File: config.mk
export PLATFORM = sky130hd
export DESIGN_NAME = tftp_client_transfer_engine_flat
export DESIGN_NICKNAME = d
export VERILOG_FILES = /design/src/rtl/tct_pkg.sv /design/src/rtl/tct_req_if.sv /design/src/rtl/tct_rsp_if.sv /design/src/rtl/tftp_client_transfer_engine.sv /design/src/flat_wrapper.sv
export SDC_FILE = /design/constraint.sdc
export NUM_CORES = 1
export LEC_CHECK = 0
export BUFFER_PORTS_ARGS = -buffer_cell sky130_fd_sc_hd__buf_2
export CAP_MARGIN = 20
export CORE_MARGIN = 3
export CORE_UTILIZATION = 45
export DETAILED_ROUTE_END_ITERATION = 10
export PLACE_DENSITY_LB_ADDON = 0.1
export SETUP_SLACK_MARGIN = 0.1
export SYNTH_ARGS = -nofsm -noshare
export SYNTH_HDL_FRONTEND = slang
export SYNTH_SLANG_ARGS = --single-unit
File: constraint.sdc
create_clock -name clock -period 6.65 [get_ports clock]
set_clock_uncertainty 0.05 [all_clocks]
set_input_delay 1.995 -clock clock [delete_from_list [all_inputs] [get_ports clock]]
set_output_delay 1.995 -clock clock [all_outputs]
set_load 0.01 [all_outputs]
File: src/rtl/tct_pkg.sv
`timescale 1ns / 1ps
// ----------------------------------------------------------------------------
// tct_pkg
// Shared codes and types for the TFTP client transfer engine: packet opcodes,
// result actions, status codes and the result record.
// ----------------------------------------------------------------------------
package tct_pkg;

   // Default data bytes in a full block
   localparam int MAXDATA = 512;

   // Valid opcode range
   localparam logic [15:0] OP_MIN = 16'd1;
   localparam logic [15:0] OP_MAX = 16'd5;

   // Packet opcodes
   localparam logic [15:0] OPC_RRQ   = 16'd1;
   localparam logic [15:0] OPC_WRQ   = 16'd2;
   localparam logic [15:0] OPC_DATA  = 16'd3;
   localparam logic [15:0] OPC_ACK   = 16'd4;
   localparam logic [15:0] OPC_ERROR = 16'd5;

   // Last opcode sent, as held in the session state
   localparam logic [2:0] SENT_NONE  = 3'd0;
   localparam logic [2:0] SENT_RRQ   = 3'd1;
   localparam logic [2:0] SENT_WRQ   = 3'd2;
   localparam logic [2:0] SENT_DATA  = 3'd3;
   localparam logic [2:0] SENT_ACK   = 3'd4;
   localparam logic [2:0] SENT_ERROR = 3'd5;

   // Input operations
   localparam logic OP_START  = 1'b0;
   localparam logic OP_PACKET = 1'b1;

   // Result actions
   localparam logic [2:0] ACT_NONE = 3'd0;
   localparam logic [2:0] ACT_REQ  = 3'd1;
   localparam logic [2:0] ACT_ACK  = 3'd2;
   localparam logic [2:0] ACT_DATA = 3'd3;
   localparam logic [2:0] ACT_DONE = 3'd4;
   localparam logic [2:0] ACT_HALT = 3'd5;

   // Status codes
   localparam logic [3:0] ST_OK        = 4'd0;
   localparam logic [3:0] ST_SHORT     = 4'd1;
   localparam logic [3:0] ST_BAD_OPC   = 4'd2;
   localparam logic [3:0] ST_BOTCH     = 4'd3;
   localparam logic [3:0] ST_PEER_ERR  = 4'd4;
   localparam logic [3:0] ST_OVERSIZE  = 4'd5;
   localparam logic [3:0] ST_ACK_LEN   = 4'd6;
   localparam logic [3:0] ST_ORDER     = 4'd7;
   localparam logic [3:0] ST_INACTIVE  = 4'd8;
   localparam logic [3:0] ST_REFUSED   = 4'd9;

   // Configuration register indexes
   localparam logic REG_DIRECTION = 1'b0;

   // Minimum packet length (header only)
   localparam logic [15:0] HDR_BYTES = 16'd4;

   // One result record
   typedef struct packed {
      logic [2:0]  action;
      logic [15:0] send_block;
      logic [9:0]  send_len;
      logic        store_payload;
      logic [9:0]  payload_len;
      logic [3:0]  status;
      logic [15:0] peer_error_code;
      logic [31:0] total_bytes;
   } rsp_type;

endpackage

File: src/rtl/tct_req_if.sv
`timescale 1ns / 1ps
// ----------------------------------------------------------------------------
// tct_req_if
// Request channel: start items and received packet headers, valid/ready.
// ----------------------------------------------------------------------------
interface tct_req_if;
   logic        valid;
   logic        ready;
   logic        op;
   logic [15:0] pkt_opcode;
   logic [15:0] pkt_word;
   logic [15:0] pkt_length;
   logic [9:0]  next_read_len;

   modport source (
      output valid, op, pkt_opcode, pkt_word, pkt_length, next_read_len,
      input  ready
   );
   modport sink (
      input  valid, op, pkt_opcode, pkt_word, pkt_length, next_read_len,
      output ready
   );
endinterface

File: src/rtl/tct_rsp_if.sv
`timescale 1ns / 1ps
// ----------------------------------------------------------------------------
// tct_rsp_if
// Response channel: one action record per request, valid/ready.
// ----------------------------------------------------------------------------
interface tct_rsp_if;
   logic        valid;
   logic        ready;
   logic [2:0]  action;
   logic [15:0] send_block;
   logic [9:0]  send_len;
   logic        store_payload;
   logic [9:0]  payload_len;
   logic [3:0]  status;
   logic [15:0] peer_error_code;
   logic [31:0] total_bytes;

   modport source (
      output valid, action, send_block, send_len, store_payload, payload_len,
             status, peer_error_code, total_bytes,
      input  ready
   );
   modport sink (
      input  valid, action, send_block, send_len, store_payload, payload_len,
             status, peer_error_code, total_bytes,
      output ready
   );
endinterface

File: src/rtl/tftp_client_transfer_engine.sv
`timescale 1ns / 1ps
// ----------------------------------------------------------------------------
// tftp_client_transfer_engine
// Client side of a TFTP read or write transfer: session start and checking
// of received packet headers, giving the next action to take.
// ----------------------------------------------------------------------------
// Usage: set transfer_direction over the APB port while idle, send a start
// transaction, then one transaction per received packet header. Each request
// yields exactly one response. The request is captured in the input register
// at the accepting edge and passes on to the result register, which drives the
// response, unless the response side is stalled. A new request is taken every
// cycle while the response side is not stalled; the rate is set by the single
// decode stage that reads and updates the session state.
// A halted session answers every packet with status inactive until the next
// start. Block numbers and the byte total wrap.
// ----------------------------------------------------------------------------
module tftp_client_transfer_engine
   import tct_pkg::*;
#(
   parameter int BLOCK_BYTES = MAXDATA
) (
   input  logic        clock,
   input  logic        reset,
   tct_req_if.sink     req_chan,
   tct_rsp_if.source   rsp_chan,
   input  logic        psel,
   input  logic        penable,
   input  logic        pwrite,
   input  logic [2:0]  paddr,
   input  logic [31:0] pwdata,
   output logic [31:0] prdata,
   output logic        pready
);

   localparam int LenW = $clog2(BLOCK_BYTES + 1);

   // Configuration
   logic direction_ff;

   // Input register
   logic        s1_valid_ff;
   logic        s1_op_ff;
   logic [15:0] s1_opcode_ff;
   logic [15:0] s1_word_ff;
   logic [15:0] s1_length_ff;
   logic [9:0]  s1_read_len_ff;

   // Result register
   logic    rsp_valid_ff;
   rsp_type rsp_ff;
   rsp_type rsp_in;

   // Session state
   logic            active_ff,        active_in;
   logic [2:0]      last_sent_ff,     last_sent_in;
   logic [15:0]     next_block_ff,    next_block_in;
   logic [LenW-1:0] last_send_len_ff, last_send_len_in;
   logic [31:0]     byte_total_ff,    byte_total_in;

   // Decode helpers
   logic            s1_move;
   logic            halt;
   logic [3:0]      halt_code;
   logic [15:0]     payload;
   logic [15:0]     prev_block;
   logic [LenW-1:0] avail_sat;

   // APB: always ready, single register
   assign pready = 1'b1;
   assign prdata = (paddr[2] == REG_DIRECTION) ? {31'b0, direction_ff} : 32'b0;

   always_ff @(posedge clock) begin
      if (reset) begin
         direction_ff <= 1'b0;
      end else if (psel && penable && pwrite && paddr[2] == REG_DIRECTION) begin
         direction_ff <= pwdata[0];
      end
   end

   // Handshake: input stage drains into the result register when it is free
   assign s1_move        = s1_valid_ff && (!rsp_valid_ff || rsp_chan.ready);
   assign req_chan.ready = !s1_valid_ff || s1_move;

   // Capture the request transaction
   always_ff @(posedge clock) begin
      if (reset) begin
         s1_valid_ff <= 1'b0;
      end else if (req_chan.ready) begin
         s1_valid_ff <= req_chan.valid;
      end
      if (req_chan.ready && req_chan.valid) begin
         s1_op_ff       <= req_chan.op;
         s1_opcode_ff   <= req_chan.pkt_opcode;
         s1_word_ff     <= req_chan.pkt_word;
         s1_length_ff   <= req_chan.pkt_length;
         s1_read_len_ff <= req_chan.next_read_len;
      end
   end

   // Dispatch one item against the session state
   always_comb begin
      active_in        = active_ff;
      last_sent_in     = last_sent_ff;
      next_block_in    = next_block_ff;
      last_send_len_in = last_send_len_ff;
      byte_total_in    = byte_total_ff;
      rsp_in           = '0;
      halt             = 1'b0;
      halt_code        = ST_OK;

      payload    = s1_length_ff - HDR_BYTES;
      prev_block = next_block_ff - 16'd1;
      if (32'(s1_read_len_ff) > BLOCK_BYTES) begin
         avail_sat = LenW'(BLOCK_BYTES);
      end else begin
         avail_sat = LenW'(s1_read_len_ff);
      end

      if (s1_op_ff == OP_START) begin
         active_in        = 1'b1;
         byte_total_in    = 32'd0;
         last_send_len_in = LenW'(BLOCK_BYTES);
         if (direction_ff) begin
            next_block_in = 16'd0;
            last_sent_in  = SENT_WRQ;
         end else begin
            next_block_in = 16'd1;
            last_sent_in  = SENT_RRQ;
         end
         rsp_in.action = ACT_REQ;
      end else if (!active_ff) begin
         rsp_in.status = ST_INACTIVE;
      end else if (s1_length_ff < HDR_BYTES) begin
         halt      = 1'b1;
         halt_code = ST_SHORT;
      end else if (s1_opcode_ff < OP_MIN || s1_opcode_ff > OP_MAX) begin
         halt      = 1'b1;
         halt_code = ST_BAD_OPC;
      end else if (s1_opcode_ff == OPC_ERROR) begin
         rsp_in.peer_error_code = s1_word_ff;
         halt = 1'b1;
         if (last_sent_ff == SENT_RRQ || last_sent_ff == SENT_WRQ) begin
            halt_code = ST_REFUSED;
         end else if (last_sent_ff == SENT_DATA || last_sent_ff == SENT_ACK ||
                      last_sent_ff == SENT_ERROR) begin
            halt_code = ST_PEER_ERR;
         end else begin
            halt_code = ST_BOTCH;
         end
      end else if (s1_opcode_ff == OPC_DATA &&
                   (last_sent_ff == SENT_RRQ || last_sent_ff == SENT_ACK)) begin
         // Received data: oversize, new block, repeat, or out of order
         if (32'(payload) > BLOCK_BYTES) begin
            halt      = 1'b1;
            halt_code = ST_OVERSIZE;
         end else if (s1_word_ff != next_block_ff && s1_word_ff != prev_block) begin
            halt      = 1'b1;
            halt_code = ST_ORDER;
         end else begin
            if (s1_word_ff == next_block_ff) begin
               next_block_in        = next_block_ff + 16'd1;
               byte_total_in        = byte_total_ff + 32'(payload);
               rsp_in.store_payload = (payload != 16'd0);
            end
            rsp_in.payload_len = payload[9:0];
            rsp_in.send_block  = s1_word_ff;
            last_sent_in       = SENT_ACK;
            if (32'(payload) == BLOCK_BYTES) begin
               rsp_in.action = ACT_ACK;
            end else begin
               rsp_in.action = ACT_DONE;
               active_in     = 1'b0;
            end
         end
      end else if (s1_opcode_ff == OPC_ACK &&
                   (last_sent_ff == SENT_WRQ || last_sent_ff == SENT_DATA)) begin
         // Received ack: send the next block, finish, ignore a repeat, or halt on bad length or order
         if (s1_length_ff != HDR_BYTES) begin
            halt      = 1'b1;
            halt_code = ST_ACK_LEN;
         end else if (s1_word_ff == next_block_ff) begin
            if (s1_read_len_ff == 10'd0 && 32'(last_send_len_ff) < BLOCK_BYTES) begin
               rsp_in.action = ACT_DONE;
               active_in     = 1'b0;
            end else begin
               last_send_len_in  = avail_sat;
               next_block_in     = next_block_ff + 16'd1;
               byte_total_in     = byte_total_ff + 32'(avail_sat);
               last_sent_in      = SENT_DATA;
               rsp_in.action     = ACT_DATA;
               rsp_in.send_block = next_block_ff + 16'd1;
               rsp_in.send_len   = 10'(avail_sat);
            end
         end else if (s1_word_ff != prev_block) begin
            halt      = 1'b1;
            halt_code = ST_ORDER;
         end
      end else begin
         halt      = 1'b1;
         halt_code = ST_BOTCH;
      end

      // Halt: drop the session, keep the last opcode sent
      if (halt) begin
         active_in     = 1'b0;
         rsp_in.action = ACT_HALT;
         rsp_in.status = halt_code;
      end

      rsp_in.total_bytes = byte_total_in;
   end

   // Advance session state and result register
   always_ff @(posedge clock) begin
      if (reset) begin
         active_ff        <= 1'b0;
         last_sent_ff     <= SENT_NONE;
         next_block_ff    <= 16'd0;
         last_send_len_ff <= LenW'(BLOCK_BYTES);
         byte_total_ff    <= 32'd0;
         rsp_valid_ff     <= 1'b0;
      end else begin
         if (s1_move) begin
            active_ff        <= active_in;
            last_sent_ff     <= last_sent_in;
            next_block_ff    <= next_block_in;
            last_send_len_ff <= last_send_len_in;
            byte_total_ff    <= byte_total_in;
            rsp_valid_ff     <= 1'b1;
         end else if (rsp_chan.ready) begin
            rsp_valid_ff <= 1'b0;
         end
      end
      if (s1_move) begin
         rsp_ff <= rsp_in;
      end
   end

   // Drive the response channel
   assign rsp_chan.valid           = rsp_valid_ff;
   assign rsp_chan.action          = rsp_ff.action;
   assign rsp_chan.send_block      = rsp_ff.send_block;
   assign rsp_chan.send_len        = rsp_ff.send_len;
   assign rsp_chan.store_payload   = rsp_ff.store_payload;
   assign rsp_chan.payload_len     = rsp_ff.payload_len;
   assign rsp_chan.status          = rsp_ff.status;
   assign rsp_chan.peer_error_code = rsp_ff.peer_error_code;
   assign rsp_chan.total_bytes     = rsp_ff.total_bytes;

   // Checks
   a_halt_drops_session: assert property (@(posedge clock) disable iff (reset)
      s1_move && rsp_in.action == ACT_HALT |=> !active_ff)
      else $error("session still active after halt");

   a_start_opens_session: assert property (@(posedge clock) disable iff (reset)
      s1_move && s1_op_ff == OP_START |=> active_ff && byte_total_ff == 32'd0)
      else $error("start did not open a clean session");

   a_ready_when_empty: assert property (@(posedge clock) disable iff (reset)
      !rsp_valid_ff |-> req_chan.ready)
      else $error("request stalled with empty result register");

   a_inactive_no_action: assert property (@(posedge clock) disable iff (reset)
      rsp_valid_ff && rsp_ff.status == ST_INACTIVE |-> rsp_ff.action == ACT_NONE)
      else $error("inactive status with an action");

endmodule
File: src/flat_wrapper.sv
// flat-port wrapper written by rule: the top's interface ports become plain ports
module tftp_client_transfer_engine_flat import tct_pkg::*;
#(
   parameter int BLOCK_BYTES = MAXDATA
)
  (clock, reset, psel, penable, pwrite, paddr, pwdata, prdata, pready, req_chan_valid, req_chan_op, req_chan_pkt_opcode, req_chan_pkt_word, req_chan_pkt_length, req_chan_next_read_len, req_chan_ready, rsp_chan_valid, rsp_chan_action, rsp_chan_send_block, rsp_chan_send_len, rsp_chan_store_payload, rsp_chan_payload_len, rsp_chan_status, rsp_chan_peer_error_code, rsp_chan_total_bytes, rsp_chan_ready);
  tct_req_if req_chan_i ();
  tct_rsp_if rsp_chan_i ();
  input  logic clock;
  input  logic reset;
  input  logic psel;
  input  logic penable;
  input  logic pwrite;
  input  logic [2:0] paddr;
  input  logic [31:0] pwdata;
  output logic [31:0] prdata;
  output logic pready;
  input wire logic [$bits(req_chan_i.valid)-1:0] req_chan_valid;
  input wire logic [$bits(req_chan_i.op)-1:0] req_chan_op;
  input wire logic [$bits(req_chan_i.pkt_opcode)-1:0] req_chan_pkt_opcode;
  input wire logic [$bits(req_chan_i.pkt_word)-1:0] req_chan_pkt_word;
  input wire logic [$bits(req_chan_i.pkt_length)-1:0] req_chan_pkt_length;
  input wire logic [$bits(req_chan_i.next_read_len)-1:0] req_chan_next_read_len;
  output wire logic [$bits(req_chan_i.ready)-1:0] req_chan_ready;
  output wire logic [$bits(rsp_chan_i.valid)-1:0] rsp_chan_valid;
  output wire logic [$bits(rsp_chan_i.action)-1:0] rsp_chan_action;
  output wire logic [$bits(rsp_chan_i.send_block)-1:0] rsp_chan_send_block;
  output wire logic [$bits(rsp_chan_i.send_len)-1:0] rsp_chan_send_len;
  output wire logic [$bits(rsp_chan_i.store_payload)-1:0] rsp_chan_store_payload;
  output wire logic [$bits(rsp_chan_i.payload_len)-1:0] rsp_chan_payload_len;
  output wire logic [$bits(rsp_chan_i.status)-1:0] rsp_chan_status;
  output wire logic [$bits(rsp_chan_i.peer_error_code)-1:0] rsp_chan_peer_error_code;
  output wire logic [$bits(rsp_chan_i.total_bytes)-1:0] rsp_chan_total_bytes;
  input wire logic [$bits(rsp_chan_i.ready)-1:0] rsp_chan_ready;
  assign req_chan_i.valid = req_chan_valid;
  assign req_chan_i.op = req_chan_op;
  assign req_chan_i.pkt_opcode = req_chan_pkt_opcode;
  assign req_chan_i.pkt_word = req_chan_pkt_word;
  assign req_chan_i.pkt_length = req_chan_pkt_length;
  assign req_chan_i.next_read_len = req_chan_next_read_len;
  assign req_chan_ready = req_chan_i.ready;
  assign rsp_chan_valid = rsp_chan_i.valid;
  assign rsp_chan_action = rsp_chan_i.action;
  assign rsp_chan_send_block = rsp_chan_i.send_block;
  assign rsp_chan_send_len = rsp_chan_i.send_len;
  assign rsp_chan_store_payload = rsp_chan_i.store_payload;
  assign rsp_chan_payload_len = rsp_chan_i.payload_len;
  assign rsp_chan_status = rsp_chan_i.status;
  assign rsp_chan_peer_error_code = rsp_chan_i.peer_error_code;
  assign rsp_chan_total_bytes = rsp_chan_i.total_bytes;
  assign rsp_chan_i.ready = rsp_chan_ready;
  tftp_client_transfer_engine #(.BLOCK_BYTES(BLOCK_BYTES)) u_core (.clock(clock), .reset(reset), .req_chan(req_chan_i), .rsp_chan(rsp_chan_i), .psel(psel), .penable(penable), .pwrite(pwrite), .paddr(paddr), .pwdata(pwdata), .prdata(prdata), .pready(pready));
endmodule
==> reports/results.txt <==
Number of vias in the routed layout: 10190. The filler cell count was 2513; the routed length per instance was 20.11 microns. TritonCTS built the clock tree. The type of origin of the critical path was a flop.

Initial cell density of the core: 46.46%. After layout, the worst path uses 75.26% of the clock period. Entering global routing, the biggest net connects 74 pins. The max-slew violation total from the final report is 0. For the relative contribution of the clock network to total power, the log shows 43.2%.

After floorplanning, the core was sized to cover 0.02643 sq mm. Across the VDD grid, the largest voltage drop is 0.1799 mV. Relative to the synthesized area, the layout overhead comes to 13.39%. The number of hold violations in the final report is 0.

Aggregate global-route resource usage: 22.93%. The fraction of layout instances using a drive strength above 1 was 17.80%; the worst-margin pin slew was 1.050 ns. Commonest register cell after synthesis: sky130_fd_sc_hd__edfxtp_1.

For the worst setup path, the data arrival time is 5.21 ns. The largest individual stage delay along the critical path comes from the cell sky130_fd_sc_hd__a31oi_2. For the number of warning messages in the yosys log, the log shows 0. In this design, the stage delay of the slowest critical-path cell is 0.84 ns. The cell family with the largest share of critical-path delay was compound AO/OA/AOI/OAI gates. Number of levels in the clock H-tree: 1.

The horizontal die dimension was 171.2 microns. The tools report the floorplan row count as 59. The die boundary height was 171.2 microns; the internal power component was 0.002300 W. Walking the worst path, the cells encountered are inv_1 > ha_1 > nor3b_1 > nand2_1 > nand2_1 > ha_1 > and4_1 > and2_1 > a211o_1 > or3_1 > a221o_1 > a31oi_2 > or4_1 > a21oi_1. After synthesis the netlist holds a flip-flop and latch count of 207. Counting distinct cell types in the post-synthesis netlist gives 94. For the part of the Yosys area used for sequential elements, the log shows 46.06%. The number of setup buffers added after CTS is 0.

Net switching is 23.77% of the power. Setup repair after global routing left no endpoint under its margin. At the end of routability-driven placement, the weighted congestion stood at 0.9652. The top fanout value on the critical path was 22. After the first detailed-routing iteration, the DRC count stood at 805. The run gives 0.006037 sq mm as the total area of multi-input combinational cells. The power density of the placed cells works out to 216.7 mW/mm^2. The analysis attributes to net switching a power of 0.0007171 W. The post-synthesis instance area came out at 0.01228 sq mm. Of all flip-flops after synthesis, the portion carrying an async set or reset was 0%.

The first TritonRoute pass finished after 5 iterations. The kind of capture point of the worst setup path is a flop. The tools report the summed negative setup slack over all endpoints as 0 ns.

The detailed-route vias per instance came out at 5.974. For this design, the sink count on the clock tree is 207. The post-route antenna net violation count was 0. 0 antenna diodes ended up in the layout. The max-capacitance violation count is 0. Overall power consumption after layout is estimated at 0.003017 W. The final layout contains 1487 nets. The floorplan step defined a die boundary enclosing 0.02931 sq mm.

For this design the static power due to leakage is 5.107 nW. Port buffering added 162 buffers. Of the total power, registers draw 48.8%.

Derived from the worst setup path, the maximum achievable clock frequency is 0.1998 GHz. Data on the critical path is required at its endpoint by 6.86 ns. The count of flip-flops with a built-in enable after synthesis was 151; the time the final worst path needs with I/O delays and setup was 5.005 ns.

The initial antenna violation count was 1. The clock reaches the later pin of the worst-skew pair after 0.53 ns. After legalization and detailed placement, the total HPWL measured 24410 microns. The worst setup path is of the flop to flop kind. Combinational cells account for 8.0% of the total power. The number of hold-repair buffers added at the cts stage is 0, and the clock buffer count from CTS is 24. The total of endpoints with negative setup slack in the final report was 0. Clock-pin slew was measured on the worst setup and hold paths at 0.06 ns. The buffer and inverter count on the worst path works out to 1. The tree is rooted in a sky130_fd_sc_hd__clkbuf_16.

Registers take 0.005655 sq mm. The final routed wirelength across all metal layers is 34300 microns. Once the clock tree was built, the resizer swapped 0 gates to a different size.

For this run, design rule violations remaining after detail routing come to 0. The clock passes through at most 3 buffers. The first global-routing pass estimated 53420 microns of wire.

The logs give 9600 for the via count of the first global-routing pass and 29.74% for the worst relative slew slack. Aggregate global routing overflow: 0. The min-delay analysis places its worst path in the category flop to flop. The run finished with clean final reports.

Each instance of the synthesized netlist takes up on average 10.04 sq um. The gate count of the mapped netlist came out at 1223. The tools report the I/O pin count as 228.
-- registers in the layout, indices dropped and copies added, names as in the netlist, 4 cells and up --
signal,flops
u_core.s1_opcode_ff,16
u_core.next_block_ff,16
u_core.s1_read_len_ff,10
u_core.s1_length_ff,16
u_core.rsp_chan.payload_len,10
u_core.rsp_chan.send_block,16
u_core.rsp_chan.total_bytes,32
u_core.rsp_chan.send_len,10
u_core.rsp_chan.peer_error_code,16
u_core.s1_word_ff,16
u_core.rsp_chan.status,4
u_core.byte_total_ff,32
-- layout make-up --
cell class | count | area share, %
Multi-Input combinational cell | 912 | 43.36
Sequential cell | 207 | 40.62
Timing Repair Buffer | 176 | 6.578
Clock buffer | 34 | 4.808
Tap cell | 335 | 3.010
Inverter | 32 | 0.8807
Clock inverter | 10 | 0.7459
-- logic make-up after synthesis --
| group | synth area share, % |
|---|---|
| simple gates | 21.35 |
| compound gates | 17.70 |
| flops | 46.06 |
| buf+inv | 5.706 |
| xor+xnor | 4.993 |
| fa+ha+maj | 3.485 |
| mux | 0.6522 |
| other cells | 0.06116 |
-- layer usage --
| layer | track usage [%] | vias to the layer above | share of wire (%) |
|---|---|---|---|
| met5 | 0 | - | 0 |
| met4 | 7.488 | 0 | 3.3 |
| met3 | 3.746 | 76 | 7.6 |
| met2 | 36.90 | 404 | 45 |
| met1 | 31.83 | 4846 | 44 |
| li1 | - | 4866 | - |
-- cells in the final DEF (no fill, tap or decap), drive strengths merged, types with 22 or more instances in the layout --
master / Yosys / routed
a21oi: 81 / 81
nand3: 38 / 38
nor3: 33 / 33
o21ai: 54 / 54
ha: 31 / 31
and2: 38 / 38
dfxtp: 56 / 56
clkbuf: 47 / 34
or3: 25 / 25
xnor2: 38 / 38
inv: 32 / 32
xor2: 32 / 32
conb: 2 / 32
nand4: 30 / 30
edfxtp: 151 / 151
o31ai: 22 / 22
and3: 26 / 26
nand2: 72 / 72
nor2: 83 / 83
buf: 55 / 176
-- per-stage QoR --
| stage | worst slack (ns) | cells | area [sq um] | hold WS [ns] | util [%] |
|---|---|---|---|---|---|
| 2_1_floorplan | 0.9915 | 1253 | 12390 | 0.4160 | - |
| 3_3_place_gp | 1.706 | 1662 | 13150 | 0.4332 | 49.76 |
| 3_5_place_dp | 1.674 | 1662 | 13150 | 0.4479 | 49.76 |
| 4_1_cts | 1.673 | 1706 | 13920 | 0.4589 | 52.68 |
| 5_1_grt | 1.222 | 1706 | 13920 | 0.4809 | 52.68 |
| 6_report | 1.646 | 1706 | 13920 | 0.4666 | 52.68 |
-- worst paths after layout --
| check | endpoint | cells after the start | from | slack [ns] |
|---|---|---|---|---|
| max | u_core.rsp_chan.total_bytes[29] | 14 | u_core.s1_length_ff[2] | 1.65 |
| max reg2reg | u_core.rsp_chan.total_bytes[29] | 14 | u_core.s1_length_ff[2] | 1.65 |
| min reg2reg | u_core.byte_total_ff[31] | 1 | u_core.byte_total_ff[31] | 0.47 |
| min | u_core.byte_total_ff[31] | 1 | u_core.byte_total_ff[31] | 0.47 |
-- worst reg2reg max path, cell delays in order (launching register included) --
cell and delay (ns):
sky130_fd_sc_hd__edfxtp_1 0.52, sky130_fd_sc_hd__inv_1 0.20, sky130_fd_sc_hd__ha_1 0.37, sky130_fd_sc_hd__nor3b_1 0.36
sky130_fd_sc_hd__nand2_1 0.16, sky130_fd_sc_hd__nand2_1 0.12, sky130_fd_sc_hd__ha_1 0.30, sky130_fd_sc_hd__and4_1 0.21
sky130_fd_sc_hd__and2_1 0.15, sky130_fd_sc_hd__a211o_1 0.32, sky130_fd_sc_hd__or3_1 0.40, sky130_fd_sc_hd__a221o_1 0.45
sky130_fd_sc_hd__a31oi_2 0.84, sky130_fd_sc_hd__or4_1 0.22, sky130_fd_sc_hd__a21oi_1 0.07
-- synth_stat cells (15+ instances only) --
cell type                  number  area share (%)
sky130_fd_sc_hd__nor3_1        26             1.1
sky130_fd_sc_hd__nand2_1       72             2.2
sky130_fd_sc_hd__xnor2_1       38             2.7
sky130_fd_sc_hd__a22o_1        15             1.1
sky130_fd_sc_hd__or3_1         25             1.3
sky130_fd_sc_hd__nand4_1       29             1.5
sky130_fd_sc_hd__clkbuf_1      46             1.4
sky130_fd_sc_hd__nand3_1       38             1.5
sky130_fd_sc_hd__or4_1         19             1.2
sky130_fd_sc_hd__o31ai_1       22             1.3
sky130_fd_sc_hd__dfxtp_1       56             9.1
sky130_fd_sc_hd__ha_1          31             3.2
sky130_fd_sc_hd__xor2_1        32             2.3
sky130_fd_sc_hd__o21ai_0       52             2.1
sky130_fd_sc_hd__a31oi_1       15            0.76
sky130_fd_sc_hd__and2_1        37             1.9
sky130_fd_sc_hd__o211ai_1      20             1.2
sky130_fd_sc_hd__and3_1        25             1.3
sky130_fd_sc_hd__nor2_1        83             2.5
sky130_fd_sc_hd__buf_4         34             2.1
sky130_fd_sc_hd__edfxtp_1     151              37
sky130_fd_sc_hd__inv_1         32            0.98
sky130_fd_sc_hd__a21oi_1       81             3.3
sky130_fd_sc_hd__nor2b_1       16            0.82
sky130_fd_sc_hd__nor4_1        19            0.97
-- power groups by stage --
| stage | logic (W) | clock network [W] | registers, W |
|---|---|---|---|
| 6_report | 0.000241 | 0.00130 | 0.00147 |
| 2_1_floorplan | 0.000159 | 0 | 0.00150 |
| 3_5_place_dp | 0.000240 | 0 | 0.00150 |
| 4_1_cts | 0.000241 | 0.00133 | 0.00147 |
| 5_1_grt | 0.000266 | 0.00138 | 0.00148 |
| 3_3_place_gp | 0.000239 | 0 | 0.00150 |
No activity file was read; power rests on OpenSTA's default activity.
